## config.mk

```make
export PLATFORM = sky130hd
export DESIGN_NAME = sensor_sample_scheduler
export DESIGN_NICKNAME = d
export VERILOG_FILES = /design/src/hdl/sss_pkg.sv /design/src/hdl/sss_rem_unit.sv /design/src/hdl/sensor_sample_scheduler.sv
export SDC_FILE = /design/constraint.sdc
export NUM_CORES = 2
export LEC_CHECK = 0
export BUFFER_PORTS_ARGS = -buffer_cell sky130_fd_sc_hd__buf_2
export CAP_MARGIN = 10
export CORE_MARGIN = 2
export CORE_UTILIZATION = 45
export DETAILED_ROUTE_END_ITERATION = 8
export GPL_TIMING_DRIVEN = 0
export SYNTH_ARGS = -nofsm -noshare
export SYNTH_HDL_FRONTEND = slang
export SYNTH_HIERARCHICAL = 1
export SYNTH_SLANG_ARGS = --single-unit
```

## constraint.sdc

```tcl
create_clock -name clock -period 6.54 [get_ports clock]
set_input_delay 0.327 -clock clock [delete_from_list [all_inputs] [get_ports clock]]
set_output_delay 0.327 -clock clock [all_outputs]
set_load 0.005 [all_outputs]
```

## src/hdl/sss_pkg.sv

```systemverilog
// Shared types and constants for the sensor sample scheduler.
`timescale 1ns / 1ps

package sss_pkg;

   // Field and storage widths.
   localparam int MODE_W  = 3;
   localparam int STAGE_W = 3;
   localparam int TIME_W  = 31;
   localparam int CFG_W   = 17;
   localparam int SOD_W   = 17;
   localparam int LAST_W  = 18;
   localparam int SEND_W  = 31;
   localparam int IDX_W   = 1;

   // Remainder unit sizing: full dividend is a random value, short one a second of day.
   localparam int DIV_W   = TIME_W;
   localparam int DVS_W   = CFG_W;
   localparam int CNT_W   = $clog2(DIV_W);

   localparam logic [DVS_W-1:0]  SECONDS_PER_DAY = DVS_W'(86400);
   localparam logic [CFG_W-1:0]  INTERVAL_RESET  = CFG_W'(300);
   localparam logic [CFG_W-1:0]  PREHEAT_RESET   = CFG_W'(60);
   localparam logic [LAST_W-1:0] LAST_NONE       = '1;
   localparam logic [SEND_W-1:0] SEND_NONE       = '1;

   // Day count by reciprocal multiplication. The reciprocal is rounded up and the shift is
   // the timestamp width plus the bits of the day length, which keeps the quotient exact
   // for every timestamp.
   localparam int DAY_SHIFT = TIME_W + $clog2(SECONDS_PER_DAY);
   localparam int RECIP_W   = TIME_W + 1;
   localparam int QUOT_W    = TIME_W + 1 - $clog2(SECONDS_PER_DAY);
   localparam int PROD_W    = TIME_W + RECIP_W;
   localparam logic [RECIP_W-1:0] DAY_RECIP =
      RECIP_W'(((64'd1 << DAY_SHIFT) + 64'(SECONDS_PER_DAY) - 64'd1) / 64'(SECONDS_PER_DAY));

   // Configuration register indexes.
   localparam logic [IDX_W-1:0] CSR_INTERVAL = IDX_W'(0);
   localparam logic [IDX_W-1:0] CSR_PREHEAT  = IDX_W'(1);

   typedef enum logic [MODE_W-1:0] {
      MODE_QUERY        = 3'd0,
      MODE_START_CALIB  = 3'd1,
      MODE_CALIB_DONE   = 3'd2,
      MODE_START_USER   = 3'd3,
      MODE_SAMPLE_DONE  = 3'd4,
      MODE_SENT         = 3'd5,
      MODE_FIRST_PREHT  = 3'd6,
      MODE_FIRST_SAMPLE = 3'd7
   } mode_type;

   typedef enum logic [STAGE_W-1:0] {
      ST_CONTINUE      = 3'd0,
      ST_PREHEAT       = 3'd1,
      ST_SAMPLING      = 3'd2,
      ST_SEND          = 3'd3,
      ST_PREHEAT_CALIB = 3'd4,
      ST_CALIB         = 3'd5,
      ST_PREHEAT_USER  = 3'd6,
      ST_USER          = 3'd7
   } stage_type;

   typedef struct packed {
      logic              start;
      logic              short_op;
      logic [DIV_W-1:0]  dividend;
      logic [DVS_W-1:0]  divisor;
   } div_req_type;

   typedef struct packed {
      logic              done;
      logic [DVS_W-1:0]  remainder;
   } div_rsp_type;

endpackage

```

## src/hdl/sss_rem_unit.sv

```systemverilog
// Bit-serial restoring remainder unit, one dividend bit per cycle.
`timescale 1ns / 1ps

module sss_rem_unit (
   input  logic                 clock,
   input  logic                 reset,
   input  sss_pkg::div_req_type div_req,
   output sss_pkg::div_rsp_type div_rsp
);

   localparam logic [sss_pkg::CNT_W-1:0] LAST_STEP  = sss_pkg::CNT_W'(sss_pkg::DIV_W - 1);
   localparam logic [sss_pkg::CNT_W-1:0] SHORT_SKIP =
      sss_pkg::CNT_W'(sss_pkg::DIV_W - sss_pkg::SOD_W);

   logic                         busy_ff, busy_in;
   logic                         done_ff, done_in;
   logic [sss_pkg::CNT_W-1:0]    cnt_ff, cnt_in;
   logic [sss_pkg::DIV_W-1:0]    shift_ff, shift_in;
   logic [sss_pkg::DVS_W-1:0]    rem_ff, rem_in;
   logic [sss_pkg::DVS_W-1:0]    dvs_ff, dvs_in;
   logic [sss_pkg::DVS_W:0]      trial;
   logic [sss_pkg::DVS_W:0]      diff;

   assign trial = {rem_ff, shift_ff[sss_pkg::DIV_W-1]};
   assign diff  = trial - {1'b0, dvs_ff};

   always_comb begin
      busy_in  = busy_ff;
      done_in  = 1'b0;
      cnt_in   = cnt_ff;
      shift_in = shift_ff;
      rem_in   = rem_ff;
      dvs_in   = dvs_ff;
      if (div_req.start) begin
         busy_in = 1'b1;
         dvs_in  = div_req.divisor;
         rem_in  = '0;
         if (div_req.short_op) begin
            // The top bits of a second of day are zero, so skip those steps.
            shift_in = {div_req.dividend[sss_pkg::SOD_W-1:0],
                        {(sss_pkg::DIV_W - sss_pkg::SOD_W){1'b0}}};
            cnt_in   = SHORT_SKIP;
         end else begin
            shift_in = div_req.dividend;
            cnt_in   = '0;
         end
      end else if (busy_ff) begin
         rem_in   = (trial >= {1'b0, dvs_ff}) ? diff[sss_pkg::DVS_W-1:0]
                                              : trial[sss_pkg::DVS_W-1:0];
         shift_in = {shift_ff[sss_pkg::DIV_W-2:0], 1'b0};
         cnt_in   = cnt_ff + 1'b1;
         if (cnt_ff == LAST_STEP) begin
            busy_in = 1'b0;
            done_in = 1'b1;
         end
      end
   end

   always_ff @(posedge clock) begin
      if (reset) begin
         busy_ff <= 1'b0;
         done_ff <= 1'b0;
      end else begin
         busy_ff <= busy_in;
         done_ff <= done_in;
      end
   end

   always_ff @(posedge clock) begin
      cnt_ff   <= cnt_in;
      shift_ff <= shift_in;
      rem_ff   <= rem_in;
      dvs_ff   <= dvs_in;
   end

   assign div_rsp.done      = done_ff;
   assign div_rsp.remainder = rem_ff;

endmodule

```

## src/hdl/sensor_sample_scheduler.sv

```systemverilog
// Top level of the sensor sample scheduler: request decode, sequencer and schedule state.
`timescale 1ns / 1ps
// Sequencing: a stage query that needs the time of day takes two reciprocal steps for the
//   second of day, 17 remainder steps by the interval and the final decision; a sample-done
//   with a random draw takes a full-width remainder draw; other requests answer from idle.
// Flow control: one request at a time, taken only while the sequencer is idle and the
//   response register is free or being emptied.
// Reset (synchronous, active high) restores the default settings and the idle schedule state.

module sensor_sample_scheduler (
   input  logic                         clock,
   input  logic                         reset,

   input  logic                         req_valid,
   output logic                         req_ready,
   input  logic [sss_pkg::MODE_W-1:0]   req_mode,
   input  logic [sss_pkg::TIME_W-1:0]   req_current_time,
   input  logic [sss_pkg::TIME_W-1:0]   req_random_value,

   output logic                         rsp_valid,
   input  logic                         rsp_ready,
   output logic [sss_pkg::STAGE_W-1:0]  rsp_stage,
   output logic                         rsp_first_flag,

   input  logic                         csr_valid,
   output logic                         csr_ready,
   input  logic [sss_pkg::IDX_W-1:0]    csr_index,
   input  logic [sss_pkg::CFG_W-1:0]    csr_wdata
);

   // Sequencer states. A query passes through the two day steps, the interval step and the
   // final decision; a sample-done with a random draw passes through its own pair.
   typedef enum logic [6:0] {
      S_IDLE = 7'b0000001,
      S_DAY  = 7'b0000010,
      S_SOD  = 7'b0000100,
      S_IVL  = 7'b0001000,
      S_QFIN = 7'b0010000,
      S_RND  = 7'b0100000,
      S_SFIN = 7'b1000000
   } seq_state_type;

   seq_state_type                  state_ff, state_in;

   // Configuration registers.
   logic [sss_pkg::CFG_W-1:0]      interval_ff, interval_in;
   logic [sss_pkg::CFG_W-1:0]      preheat_ff, preheat_in;

   // Schedule state.
   logic [sss_pkg::STAGE_W-1:0]    stage_ff, stage_in;
   logic [sss_pkg::LAST_W-1:0]     last_ff, last_in;
   logic [sss_pkg::SEND_W-1:0]     send_due_ff, send_due_in;
   logic [sss_pkg::TIME_W-1:0]     calib_start_ff, calib_start_in;
   logic [sss_pkg::TIME_W-1:0]     user_start_ff, user_start_in;
   logic                           first_pre_ff, first_pre_in;
   logic                           first_smp_ff, first_smp_in;

   // Working values and the response register.
   logic [sss_pkg::TIME_W-1:0]     stamp_ff, stamp_in;
   logic [sss_pkg::QUOT_W-1:0]     day_quot_ff, day_quot_in;
   logic [sss_pkg::SOD_W-1:0]      sod_ff, sod_in;
   logic                           rsp_valid_ff, rsp_valid_in;
   logic [sss_pkg::STAGE_W-1:0]    rsp_stage_ff, rsp_stage_in;
   logic                           rsp_flag_ff, rsp_flag_in;

   sss_pkg::div_req_type           div_req;
   sss_pkg::div_rsp_type           div_rsp;

   logic                           out_free;
   logic                           req_fire;
   logic                           rsp_load;
   logic [sss_pkg::PROD_W-1:0]     day_product;
   logic [sss_pkg::TIME_W-1:0]     day_rest;
   logic [sss_pkg::CFG_W-1:0]      eff_interval;
   logic [sss_pkg::CFG_W-1:0]      rnd_range;
   logic [sss_pkg::TIME_W:0]       time_wide;
   logic [sss_pkg::TIME_W:0]       user_due;
   logic [sss_pkg::TIME_W:0]       calib_due;
   logic [sss_pkg::CFG_W-1:0]      to_boundary;
   logic                           sample_due;
   logic                           preheat_due;
   logic                           send_due;

   sss_rem_unit u_rem (
      .clock   (clock),
      .reset   (reset),
      .div_req (div_req),
      .div_rsp (div_rsp)
   );

   // The response register is free when empty or being emptied in this cycle.
   assign out_free  = !rsp_valid_ff || rsp_ready;
   assign req_ready = (state_ff == S_IDLE) && out_free;
   assign req_fire  = req_valid && req_ready;
   assign csr_ready = 1'b1;

   // An interval of zero behaves as one, so that every second is a boundary.
   assign eff_interval = (interval_ff == '0) ? sss_pkg::CFG_W'(1) : interval_ff;
   // The send offset is drawn over the interval less the pre-heat, or less one second
   // when the pre-heat covers the whole interval.
   assign rnd_range    = (eff_interval > preheat_ff) ? eff_interval - preheat_ff
                                                     : eff_interval - 1'b1;

   // Second of day in two steps: the day count comes from the timestamp times the rounded-up
   // reciprocal of the day length, and the timestamp less that many days is the second of day.
   assign day_product = sss_pkg::PROD_W'(stamp_ff) * sss_pkg::PROD_W'(sss_pkg::DAY_RECIP);
   assign day_rest    = stamp_ff - sss_pkg::TIME_W'(day_quot_ff) *
                                   sss_pkg::TIME_W'(sss_pkg::SECONDS_PER_DAY);

   // Start time plus pre-heat is formed one bit wider so that it never wraps.
   assign time_wide = {1'b0, req_current_time};
   assign user_due  = {1'b0, user_start_ff}  + {{(sss_pkg::TIME_W + 1 - sss_pkg::CFG_W){1'b0}},
                                               preheat_ff};
   assign calib_due = {1'b0, calib_start_ff} + {{(sss_pkg::TIME_W + 1 - sss_pkg::CFG_W){1'b0}},
                                               preheat_ff};

   // Query decision, using the second of day and its remainder by the interval.
   assign to_boundary = (div_rsp.remainder == '0) ? '0 : eff_interval - div_rsp.remainder;
   assign sample_due  = (div_rsp.remainder == '0) &&
                        ({{(sss_pkg::LAST_W - sss_pkg::SOD_W){1'b0}}, sod_ff} != last_ff);
   assign preheat_due = (to_boundary != '0) && (to_boundary <= preheat_ff);
   assign send_due    = {{(sss_pkg::SEND_W - sss_pkg::SOD_W){1'b0}}, sod_ff} >= send_due_ff;

   always_comb begin
      state_in       = state_ff;
      interval_in    = interval_ff;
      preheat_in     = preheat_ff;
      stage_in       = stage_ff;
      last_in        = last_ff;
      send_due_in    = send_due_ff;
      calib_start_in = calib_start_ff;
      user_start_in  = user_start_ff;
      first_pre_in   = first_pre_ff;
      first_smp_in   = first_smp_ff;
      stamp_in       = stamp_ff;
      day_quot_in    = day_quot_ff;
      sod_in         = sod_ff;
      rsp_load       = 1'b0;
      rsp_stage_in   = rsp_stage_ff;
      rsp_flag_in    = 1'b0;

      div_req.start    = 1'b0;
      div_req.short_op = 1'b0;
      div_req.dividend = req_random_value;
      div_req.divisor  = rnd_range;

      if (csr_valid && csr_ready) begin
         unique case (csr_index)
            sss_pkg::CSR_INTERVAL: interval_in = csr_wdata;
            sss_pkg::CSR_PREHEAT:  preheat_in  = csr_wdata;
            default: ;
         endcase
      end

      unique case (state_ff)
         S_IDLE: begin
            if (req_fire) begin
               unique case (req_mode)
                  sss_pkg::MODE_QUERY: begin
                     // Calibration and user runs only wait out their pre-heat; any
                     // other stage needs the time of day first.
                     if (stage_ff == sss_pkg::ST_PREHEAT_USER) begin
                        if (time_wide >= user_due) begin
                           stage_in = sss_pkg::ST_USER;
                        end
                        rsp_stage_in = (time_wide >= user_due) ? sss_pkg::ST_USER : stage_ff;
                        rsp_load     = 1'b1;
                     end else if (stage_ff == sss_pkg::ST_PREHEAT_CALIB) begin
                        if (time_wide >= calib_due) begin
                           stage_in = sss_pkg::ST_CALIB;
                        end
                        rsp_stage_in = (time_wide >= calib_due) ? sss_pkg::ST_CALIB
                                                                : stage_ff;
                        rsp_load     = 1'b1;
                     end else if (stage_ff == sss_pkg::ST_USER ||
                                  stage_ff == sss_pkg::ST_CALIB) begin
                        rsp_stage_in = stage_ff;
                        rsp_load     = 1'b1;
                     end else begin
                        stamp_in = req_current_time;
                        state_in = S_DAY;
                     end
                  end
                  sss_pkg::MODE_START_CALIB: begin
                     calib_start_in = req_current_time;
                     first_pre_in   = 1'b1;
                     first_smp_in   = 1'b1;
                     stage_in       = sss_pkg::ST_PREHEAT_CALIB;
                     rsp_stage_in   = sss_pkg::ST_PREHEAT_CALIB;
                     rsp_load       = 1'b1;
                  end
                  sss_pkg::MODE_START_USER: begin
                     user_start_in = req_current_time;
                     first_pre_in  = 1'b1;
                     first_smp_in  = 1'b1;
                     stage_in      = sss_pkg::ST_PREHEAT_USER;
                     rsp_stage_in  = sss_pkg::ST_PREHEAT_USER;
                     rsp_load      = 1'b1;
                  end
                  sss_pkg::MODE_CALIB_DONE: begin
                     stage_in     = sss_pkg::ST_CONTINUE;
                     rsp_stage_in = sss_pkg::ST_CONTINUE;
                     rsp_load     = 1'b1;
                  end
                  sss_pkg::MODE_SAMPLE_DONE: begin
                     first_pre_in = 1'b1;
                     first_smp_in = 1'b1;
                     if (stage_ff == sss_pkg::ST_SAMPLING && rnd_range != '0) begin
                        // Draw the send offset; stage and send second settle at the end.
                        div_req.start    = 1'b1;
                        div_req.dividend = req_random_value;
                        div_req.divisor  = rnd_range;
                        state_in         = S_RND;
                     end else begin
                        if (stage_ff == sss_pkg::ST_SAMPLING) begin
                           send_due_in = {{(sss_pkg::SEND_W - sss_pkg::LAST_W){1'b0}}, last_ff};
                        end
                        stage_in     = sss_pkg::ST_CONTINUE;
                        rsp_stage_in = sss_pkg::ST_CONTINUE;
                        rsp_load     = 1'b1;
                     end
                  end
                  sss_pkg::MODE_SENT: begin
                     send_due_in  = sss_pkg::SEND_NONE;
                     stage_in     = sss_pkg::ST_CONTINUE;
                     rsp_stage_in = sss_pkg::ST_CONTINUE;
                     rsp_load     = 1'b1;
                  end
                  sss_pkg::MODE_FIRST_PREHT: begin
                     rsp_flag_in  = first_pre_ff;
                     first_pre_in = 1'b0;
                     rsp_stage_in = stage_ff;
                     rsp_load     = 1'b1;
                  end
                  sss_pkg::MODE_FIRST_SAMPLE: begin
                     rsp_flag_in  = first_smp_ff;
                     first_smp_in = 1'b0;
                     rsp_stage_in = stage_ff;
                     rsp_load     = 1'b1;
                  end
                  default: ;
               endcase
            end
         end
         S_DAY: begin
            day_quot_in = day_product[sss_pkg::DAY_SHIFT +: sss_pkg::QUOT_W];
            state_in    = S_SOD;
         end
         S_SOD: begin
            // Second of day is ready: reduce it by the interval on the short path.
            sod_in           = day_rest[sss_pkg::SOD_W-1:0];
            div_req.start    = 1'b1;
            div_req.short_op = 1'b1;
            div_req.dividend = {{(sss_pkg::DIV_W - sss_pkg::SOD_W){1'b0}},
                                day_rest[sss_pkg::SOD_W-1:0]};
            div_req.divisor  = eff_interval;
            state_in         = S_IVL;
         end
         S_IVL: begin
            if (div_rsp.done) begin
               state_in = S_QFIN;
            end
         end
         S_QFIN: begin
            if (out_free) begin
               // The boundary is recorded even while sampling is already in progress.
               if (sample_due) begin
                  last_in = {{(sss_pkg::LAST_W - sss_pkg::SOD_W){1'b0}}, sod_ff};
               end
               if (sample_due || stage_ff == sss_pkg::ST_SAMPLING) begin
                  stage_in     = sss_pkg::ST_SAMPLING;
                  rsp_stage_in = sss_pkg::ST_SAMPLING;
               end else if (preheat_due) begin
                  stage_in     = sss_pkg::ST_PREHEAT;
                  rsp_stage_in = sss_pkg::ST_PREHEAT;
               end else if (send_due) begin
                  stage_in     = sss_pkg::ST_SEND;
                  rsp_stage_in = sss_pkg::ST_SEND;
               end else begin
                  // Nothing due: answer continue and leave the held stage alone.
                  rsp_stage_in = sss_pkg::ST_CONTINUE;
               end
               rsp_load = 1'b1;
               state_in = S_IDLE;
            end
         end
         S_RND: begin
            if (div_rsp.done) begin
               state_in = S_SFIN;
            end
         end
         S_SFIN: begin
            if (out_free) begin
               send_due_in  = sss_pkg::SEND_W'({1'b0, last_ff} +
                                                {{(sss_pkg::LAST_W + 1 - sss_pkg::DVS_W){1'b0}},
                                                 div_rsp.remainder});
               stage_in     = sss_pkg::ST_CONTINUE;
               rsp_stage_in = sss_pkg::ST_CONTINUE;
               rsp_load     = 1'b1;
               state_in     = S_IDLE;
            end
         end
         default: state_in = S_IDLE;
      endcase

      if (rsp_load) begin
         rsp_valid_in = 1'b1;
      end else if (rsp_ready) begin
         rsp_valid_in = 1'b0;
      end else begin
         rsp_valid_in = rsp_valid_ff;
      end
   end

   always_ff @(posedge clock) begin
      if (reset) begin
         state_ff       <= S_IDLE;
         interval_ff    <= sss_pkg::INTERVAL_RESET;
         preheat_ff     <= sss_pkg::PREHEAT_RESET;
         stage_ff       <= sss_pkg::ST_CONTINUE;
         last_ff        <= sss_pkg::LAST_NONE;
         send_due_ff    <= sss_pkg::SEND_NONE;
         calib_start_ff <= '0;
         user_start_ff  <= '0;
         first_pre_ff   <= 1'b1;
         first_smp_ff   <= 1'b1;
         rsp_valid_ff   <= 1'b0;
      end else begin
         state_ff       <= state_in;
         interval_ff    <= interval_in;
         preheat_ff     <= preheat_in;
         stage_ff       <= stage_in;
         last_ff        <= last_in;
         send_due_ff    <= send_due_in;
         calib_start_ff <= calib_start_in;
         user_start_ff  <= user_start_in;
         first_pre_ff   <= first_pre_in;
         first_smp_ff   <= first_smp_in;
         rsp_valid_ff   <= rsp_valid_in;
      end
   end

   always_ff @(posedge clock) begin
      stamp_ff    <= stamp_in;
      day_quot_ff <= day_quot_in;
      sod_ff      <= sod_in;
      if (rsp_load) begin
         rsp_stage_ff <= rsp_stage_in;
         rsp_flag_ff  <= rsp_flag_in;
      end
   end

   assign rsp_valid      = rsp_valid_ff;
   assign rsp_stage      = rsp_stage_ff;
   assign rsp_first_flag = rsp_flag_ff;

endmodule

```

# Yosys cells after proc, flatten, opt, wreduce, memory -nomap -nowiden
# Index checks and enable logic that the tools add are counted.
[op_classes]
n_mux = 72
add_sub_neg = 9
n_bitwise = 5
n_eq_ne = 39
magnitude_cmp = 6
n_mul = 2
n_reduce_logical = 39
[op_table]
columns = ["operator", "count"]
rows = [
  ["31-bit two-way mux", 7],
  ["31-bit one-hot mux with 2 select lines", 2],
  ["17-bit two-way mux", 4],
  ["17-bit subtractor", 4],
  ["31-bit by 17-bit adder with 32-bit output", 2],
  ["31-bit by 32-bit greater-or-equal comparator with 1-bit output", 2],
  ["31-bit by 32-bit multiplier with 63-bit output (second input constant)", 1],
  ["7-bit two-way mux", 8],
  ["3-bit two-way mux", 16],
  ["48-bit two-way mux", 1],
  ["7-bit one-hot mux with 6 select lines", 1],
  ["17-bit zero test", 2],
  ["17-bit nonzero test", 2],
  ["17-bit by 31-bit greater-or-equal comparator with 1-bit output", 1],
  ["3-bit == test (second input constant)", 8],
  ["18-bit by 17-bit adder with 19-bit output", 1],
  ["18-bit by 17-bit greater-or-equal comparator with 1-bit output", 1],
  ["17-bit by 18-bit inequality test with 1-bit output", 1],
  ["3-bit inequality test (second input constant)", 6],
  ["3-bit one-hot mux with 3 select lines", 2],
  ["3-bit one-hot mux with 6 select lines", 1],
  ["17-bit greater-than comparator", 1],
  ["17-bit less-or-equal comparator", 1],
  ["17-bit by 1-bit subtractor with 17-bit output (second input constant)", 1],
  ["42 further kinds", 96],
]
[word_totals]
inputBits = 88
out_inout_bits = 7
elab_cells = 194
reg_bits = 297

# Depth between registers and ports, before layout
[logic_depth]
depth_word = 11
depth_mapped = 27
depth_no_buf = 27

# Cells and area by module
# The synthesis kept the hierarchy.
[by_module_without_submodules]
columns = ["mod", "area_each_um2", "seq_area_each_um2", "n_inst", "cells_per_inst"]
rows = [
  ["sensor_sample_scheduler", 29883.7, 4804.6, 1, 3349],
  ["sss_rem_unit", 4036.4, 1971.9, 1, 393],
]

# Worst setup path before layout
# Ideal clock, no wire load.
[synth_timing]
path_kind = "reg2reg"
from = "register interval_ff[6] (netlist bit)"
to = "register u_rem/cnt_ff[0] (netlist bit) (enable)"
setup_ns = 0.391
t_arrival_ns = 6.870
n_path_buf = 3
synth_period_minus_slack_ns = 7.260
stages_incl_launch_ff = 21
required_time_ns = 6.149
slack_ns = -0.720
path_cell_list = "dfxtp_1 -> or3_4 -> or4_4 -> buf_6 -> nor4_4 -> a41oi_1 -> ha_1 -> fa_1 -> nand2b_1 -> a21oi_1 -> o22ai_1 -> o21a_1 -> o311ai_0 -> nor3_2 -> a31oi_4 -> nand2_1 -> o21ai_0 -> buf_2 -> nor2_1 -> clkbuf_1 -> inv_1"
[synth_lines]
columns = ["item", "line_no", "source"]
rows = [
  ["start, declared", "sensor_sample_scheduler.sv:46", "logic [sss_pkg::CFG_W-1:0] interval_ff, interval_in;"],
  ["start signal, assigned", "sensor_sample_scheduler.sv:318", "interval_ff <= sss_pkg::INTERVAL_RESET;"],
  ["start signal, assigned", "sensor_sample_scheduler.sv:330", "interval_ff <= interval_in;"],
  ["end signal, assigned", "sss_rem_unit.sv:70", "cnt_ff <= cnt_in;"],
  ["end, declared", "sss_rem_unit.sv:17", "logic [sss_pkg::CNT_W-1:0] cnt_ff, cnt_in;"],
]

# Worst setup path after layout
[layout_timing]
from = "register stamp_ff[13] (netlist bit)"
to = "register day_quot_ff[9] (netlist bit), data pin"
[layout_via]
elab_chain_len = 1
[layout_lines]
columns = ["item", "line_no", "source"]
rows = [
  ["start, declared", "sensor_sample_scheduler.sv:59", "logic [sss_pkg::TIME_W-1:0] stamp_ff, stamp_in;"],
  ["start signal, assigned", "sensor_sample_scheduler.sv:344", "stamp_ff <= stamp_in;"],
  ["31-bit by 32-bit multiplier with 63-bit output", "sensor_sample_scheduler.sv:106", "assign day_product = sss_pkg::PROD_W'(stamp_ff) * sss_pkg::PROD_W'(sss_pkg::DAY_RECIP);"],
  ["named net day_product (one bit)", "sensor_sample_scheduler.sv:72", "logic [sss_pkg::PROD_W-1:0] day_product;"],
  ["end signal, assigned", "sensor_sample_scheduler.sv:345", "day_quot_ff <= day_quot_in;"],
  ["end, declared", "sensor_sample_scheduler.sv:60", "logic [sss_pkg::QUOT_W-1:0] day_quot_ff, day_quot_in;"],
]
# The timed path passes the listed nets, and every way through them passes these cells.
# A chain may end at the register's enable or synchronous reset.

==> results.cfg <==
[worst_setup_path]
r2r_slack_ns = -0.31
path_delay_family = adder cells
cp_max_fo = 4
worst_setup_path_end_kind = register
cp.arrival_ns = 7.15
path_cells = buf_6 -> fa_1 -> ha_1 -> inv_2 -> fa_1 -> fa_2 -> inv_1 -> fa_1 -> fa_1 -> fa_1 -> fa_1 -> ha_4 -> a21oi_4 -> o21ai_4 -> a211oi_4 -> nor4bb_4 -> o2111ai_2 -> o211ai_1 -> buf_4 -> o211ai_1 -> nand3_2 -> o41ai_2 -> xnor2_1
critPathMostFrequentCell = fa_1
cp_slowest_cell = fa_1
start_kind = register
cp_data_required_time_ns = 6.84
critPathKind = register to register
max_stage_delay_ns = 0.57
critPathBufInv = 4

[floorplanning]
num_io_pins = 95
dieArea_um2 = 77600
core_area_um2 = 74600
rows = 100
dieHeight_um = 279
start_util_pct = 45.5
die_width_um = 279

[routing]
wire_per_inst_um = 20.2
avgViaCountPerCell = 5.47
wirelength_um = 101000
drc = 0
ant_nets = 0
drtIter0Drc = 1988
drtPass1Iterations = 6
vias = 27346

[cts]
clkSinkCount = 281
numCtsBuffers = 38
cts_tree = done
cts-root-buf = clkbuf_16
clk-insertion-delay-late_ns = 0.56
h-tree-depth = 2
clk_pin_slew_worst_paths_ns = 0.06
clock_path_buffers = 3

[yosys]
synth_edf_count = 115
synth_seq_area_share_pct = 20.0
ys.flop_type = dfxtp_1
synth-seq-cells = 281
syn_area_per_cell_um2 = 9.06
netlist_area_um2 = 33900
synth_nets = 4720
yosysWarnings = 6
synth_cells = 3742
synthArstFlopShare_pct = 0
yosys.cell_types.count = 108

[power]
leakagePower_nw = 18.1
irDropWorstVdd_uv = 416
p_total_mw = 16.0
power_density_nw_per_um2 = 414

[place]
io_buffers = 92
post-place-cells = 4808
globalplace.congestion = 0.938
dp_slack_ns = -1.55
hpwl_um = 81300

[grt]
grt.met1_usage_pct = 37.0
busiest_layer = met2
antenna_found_initial = 4
use_met2_pct = 39.7
grt_use_total_pct = 25.9
grt_pass1_wl_um = 154000
gr-total-overflow = 0
grt_max_degree = 28
use_met3_pct = 4.96
grt_pass1_vias = 26753

[sta]
finClkSkew_ns = 0.0210
drv_slew = 0
fin_crit_sh_pct = 105
tightest_slew_ns = 1.03
final_hold_viol_count = 0
slew_headroom_pct = 31.3
setup_ws_ns = -0.308
final-setup-viol-count = 9
fmax_mhz = 146
hold_ws_ns = 0.0282
finalCriticalPeriod_ns = 6.85
rsz0062_at_grt = true

[min_path]
hold_class = input pin to register

[final_layout]
fin_cells = 4998
num-fill-cells = 6965
layout_commonest_cell = ha_1
fin_nets = 4977
drive_gt1_share_pct = 12.1
area.growth.synth_to_final_pct = 14.0
most-common-layout-cells = ha_1, inv_1, nand2_1

[status]
status = finished, violations left
violations = negative setup slack

[flow_run]
drv_cap = 0
==> cells in the mapped netlist (all sizes together) (17+ instances only) <==
cell type,count,area [um^2]
nor4,20,155
nor2,165,629
inv,583,2190
buf,31,194
and3,28,175
xor2,75,657
a21o,85,641
fa,284,5690
a211oi,31,250
and2,26,163
o211ai,37,323
edfxtp,115,3450
ha,606,7580
nor3,58,300
nand2,360,1360
a21oi,277,1410
xnor2,83,727
o21bai,19,143
o21ai,127,654
nand2b,25,156
or3,20,130
o21a,27,210
nor2b,26,163
a31oi,18,164
nand3,91,460
mux2i,40,400
a22o,17,149
dfxtp,166,3320
nand4,33,206
clkbuf,87,328
==> worst paths after layout <==
kind	start	cells after the start	end
setup reg to reg	stamp_ff[13]	23	day_quot_ff[9]
hold / removal	csr_wdata[6]	3	preheat_ff[6]
setup / recovery	stamp_ff[13]	23	day_quot_ff[9]
hold reg to reg	calib_start_ff[14]	2	calib_start_ff[14]
==> per-layer routing <==
metal | routed length (um) | vias to the layer above
met3 | 7340 | 148
met4 | 3290 | 8
met5 | 52 | -
met2 | 43000 | 807
li1 | - | 13344
met1 | 47300 | 13039
==> cells by family after synthesis <==
logic type | count (synthesis) | synth area share, %
buf+inv | 702 | 8.00
other cells | 1 | 0.0111
fa+ha+maj | 890 | 39.1
compound gates | 762 | 14.8
simple gates | 906 | 12.8
flops | 281 | 20.0
xor+xnor | 158 | 4.08
mux | 42 | 1.26
==> repair_timing <==
item,CTS,global route
buffers inserted,103,18
endpoints found under the hold margin,2,0
resized for setup,91,67
hold buffers,2,0
endpoints found under the setup margin,101,74
pin swaps,92,46
==> report_power, final <==
group          internal [mW]  switching (mW)  leakage [nW]
clock                   1.21           0.832         0.607
combinational           5.19            6.46          15.1
sequential              2.09           0.222          2.39
==> area by class of cell <==
| type | instances | area [um^2] | area share, % |
|---|---|---|---|
| tap | 969 | 1210 | 3.13 |
| multi-input combinational | 2759 | 25200 | 65.1 |
| buffer | 118 | 531 | 1.37 |
| sequential | 281 | 6780 | 17.5 |
| antenna | 1 | 2.50 | 0.00647 |
| inverter | 584 | 2200 | 5.70 |
| clock buffer | 52 | 1080 | 2.80 |
| timing repair buffer | 217 | 1550 | 4.00 |
| clock inverter | 17 | 146 | 0.378 |
==> tightest hold or removal path, delay by kind of cell <==
| kind | cells | cell delay, ns |
|---|---|---|
| buffers and inverters | 1 | 0.11 |
| AND/OR/NAND/NOR | 1 | 0.05 |
| AO/OA/AOI/OAI | 1 | 0.05 |
==> per-stage QoR <==
step           setup TNS (ns)  cell area (um^2)  utilization [%]
6_report                -1.98             38700             51.9
5_1_grt                 -4.46             38700             51.9
4_1_cts                 -1.66             38300             51.3
3_5_place_dp          -107.23             35800             48.0
3_3_place_gp          -129.35             35700             47.8
2_1_floorplan               0             34000                -
==> sequential cells by signal, indices dropped and copies added, names as in the netlist, 3 cells and up <==
name	flops
calib_start_ff	31
stamp_ff	31
u_rem/shift_ff	31
user_start_ff	31
send_due_ff	20
last_ff	18
interval_ff	17
preheat_ff	17
sod_ff	17
u_rem/dvs_ff	17
u_rem/rem_ff	17
day_quot_ff	10
state_ff	7
u_rem/cnt_ff	5
rsp_stage	3
stage_ff	3
Note: power is estimated with default switching activity, not from simulation.
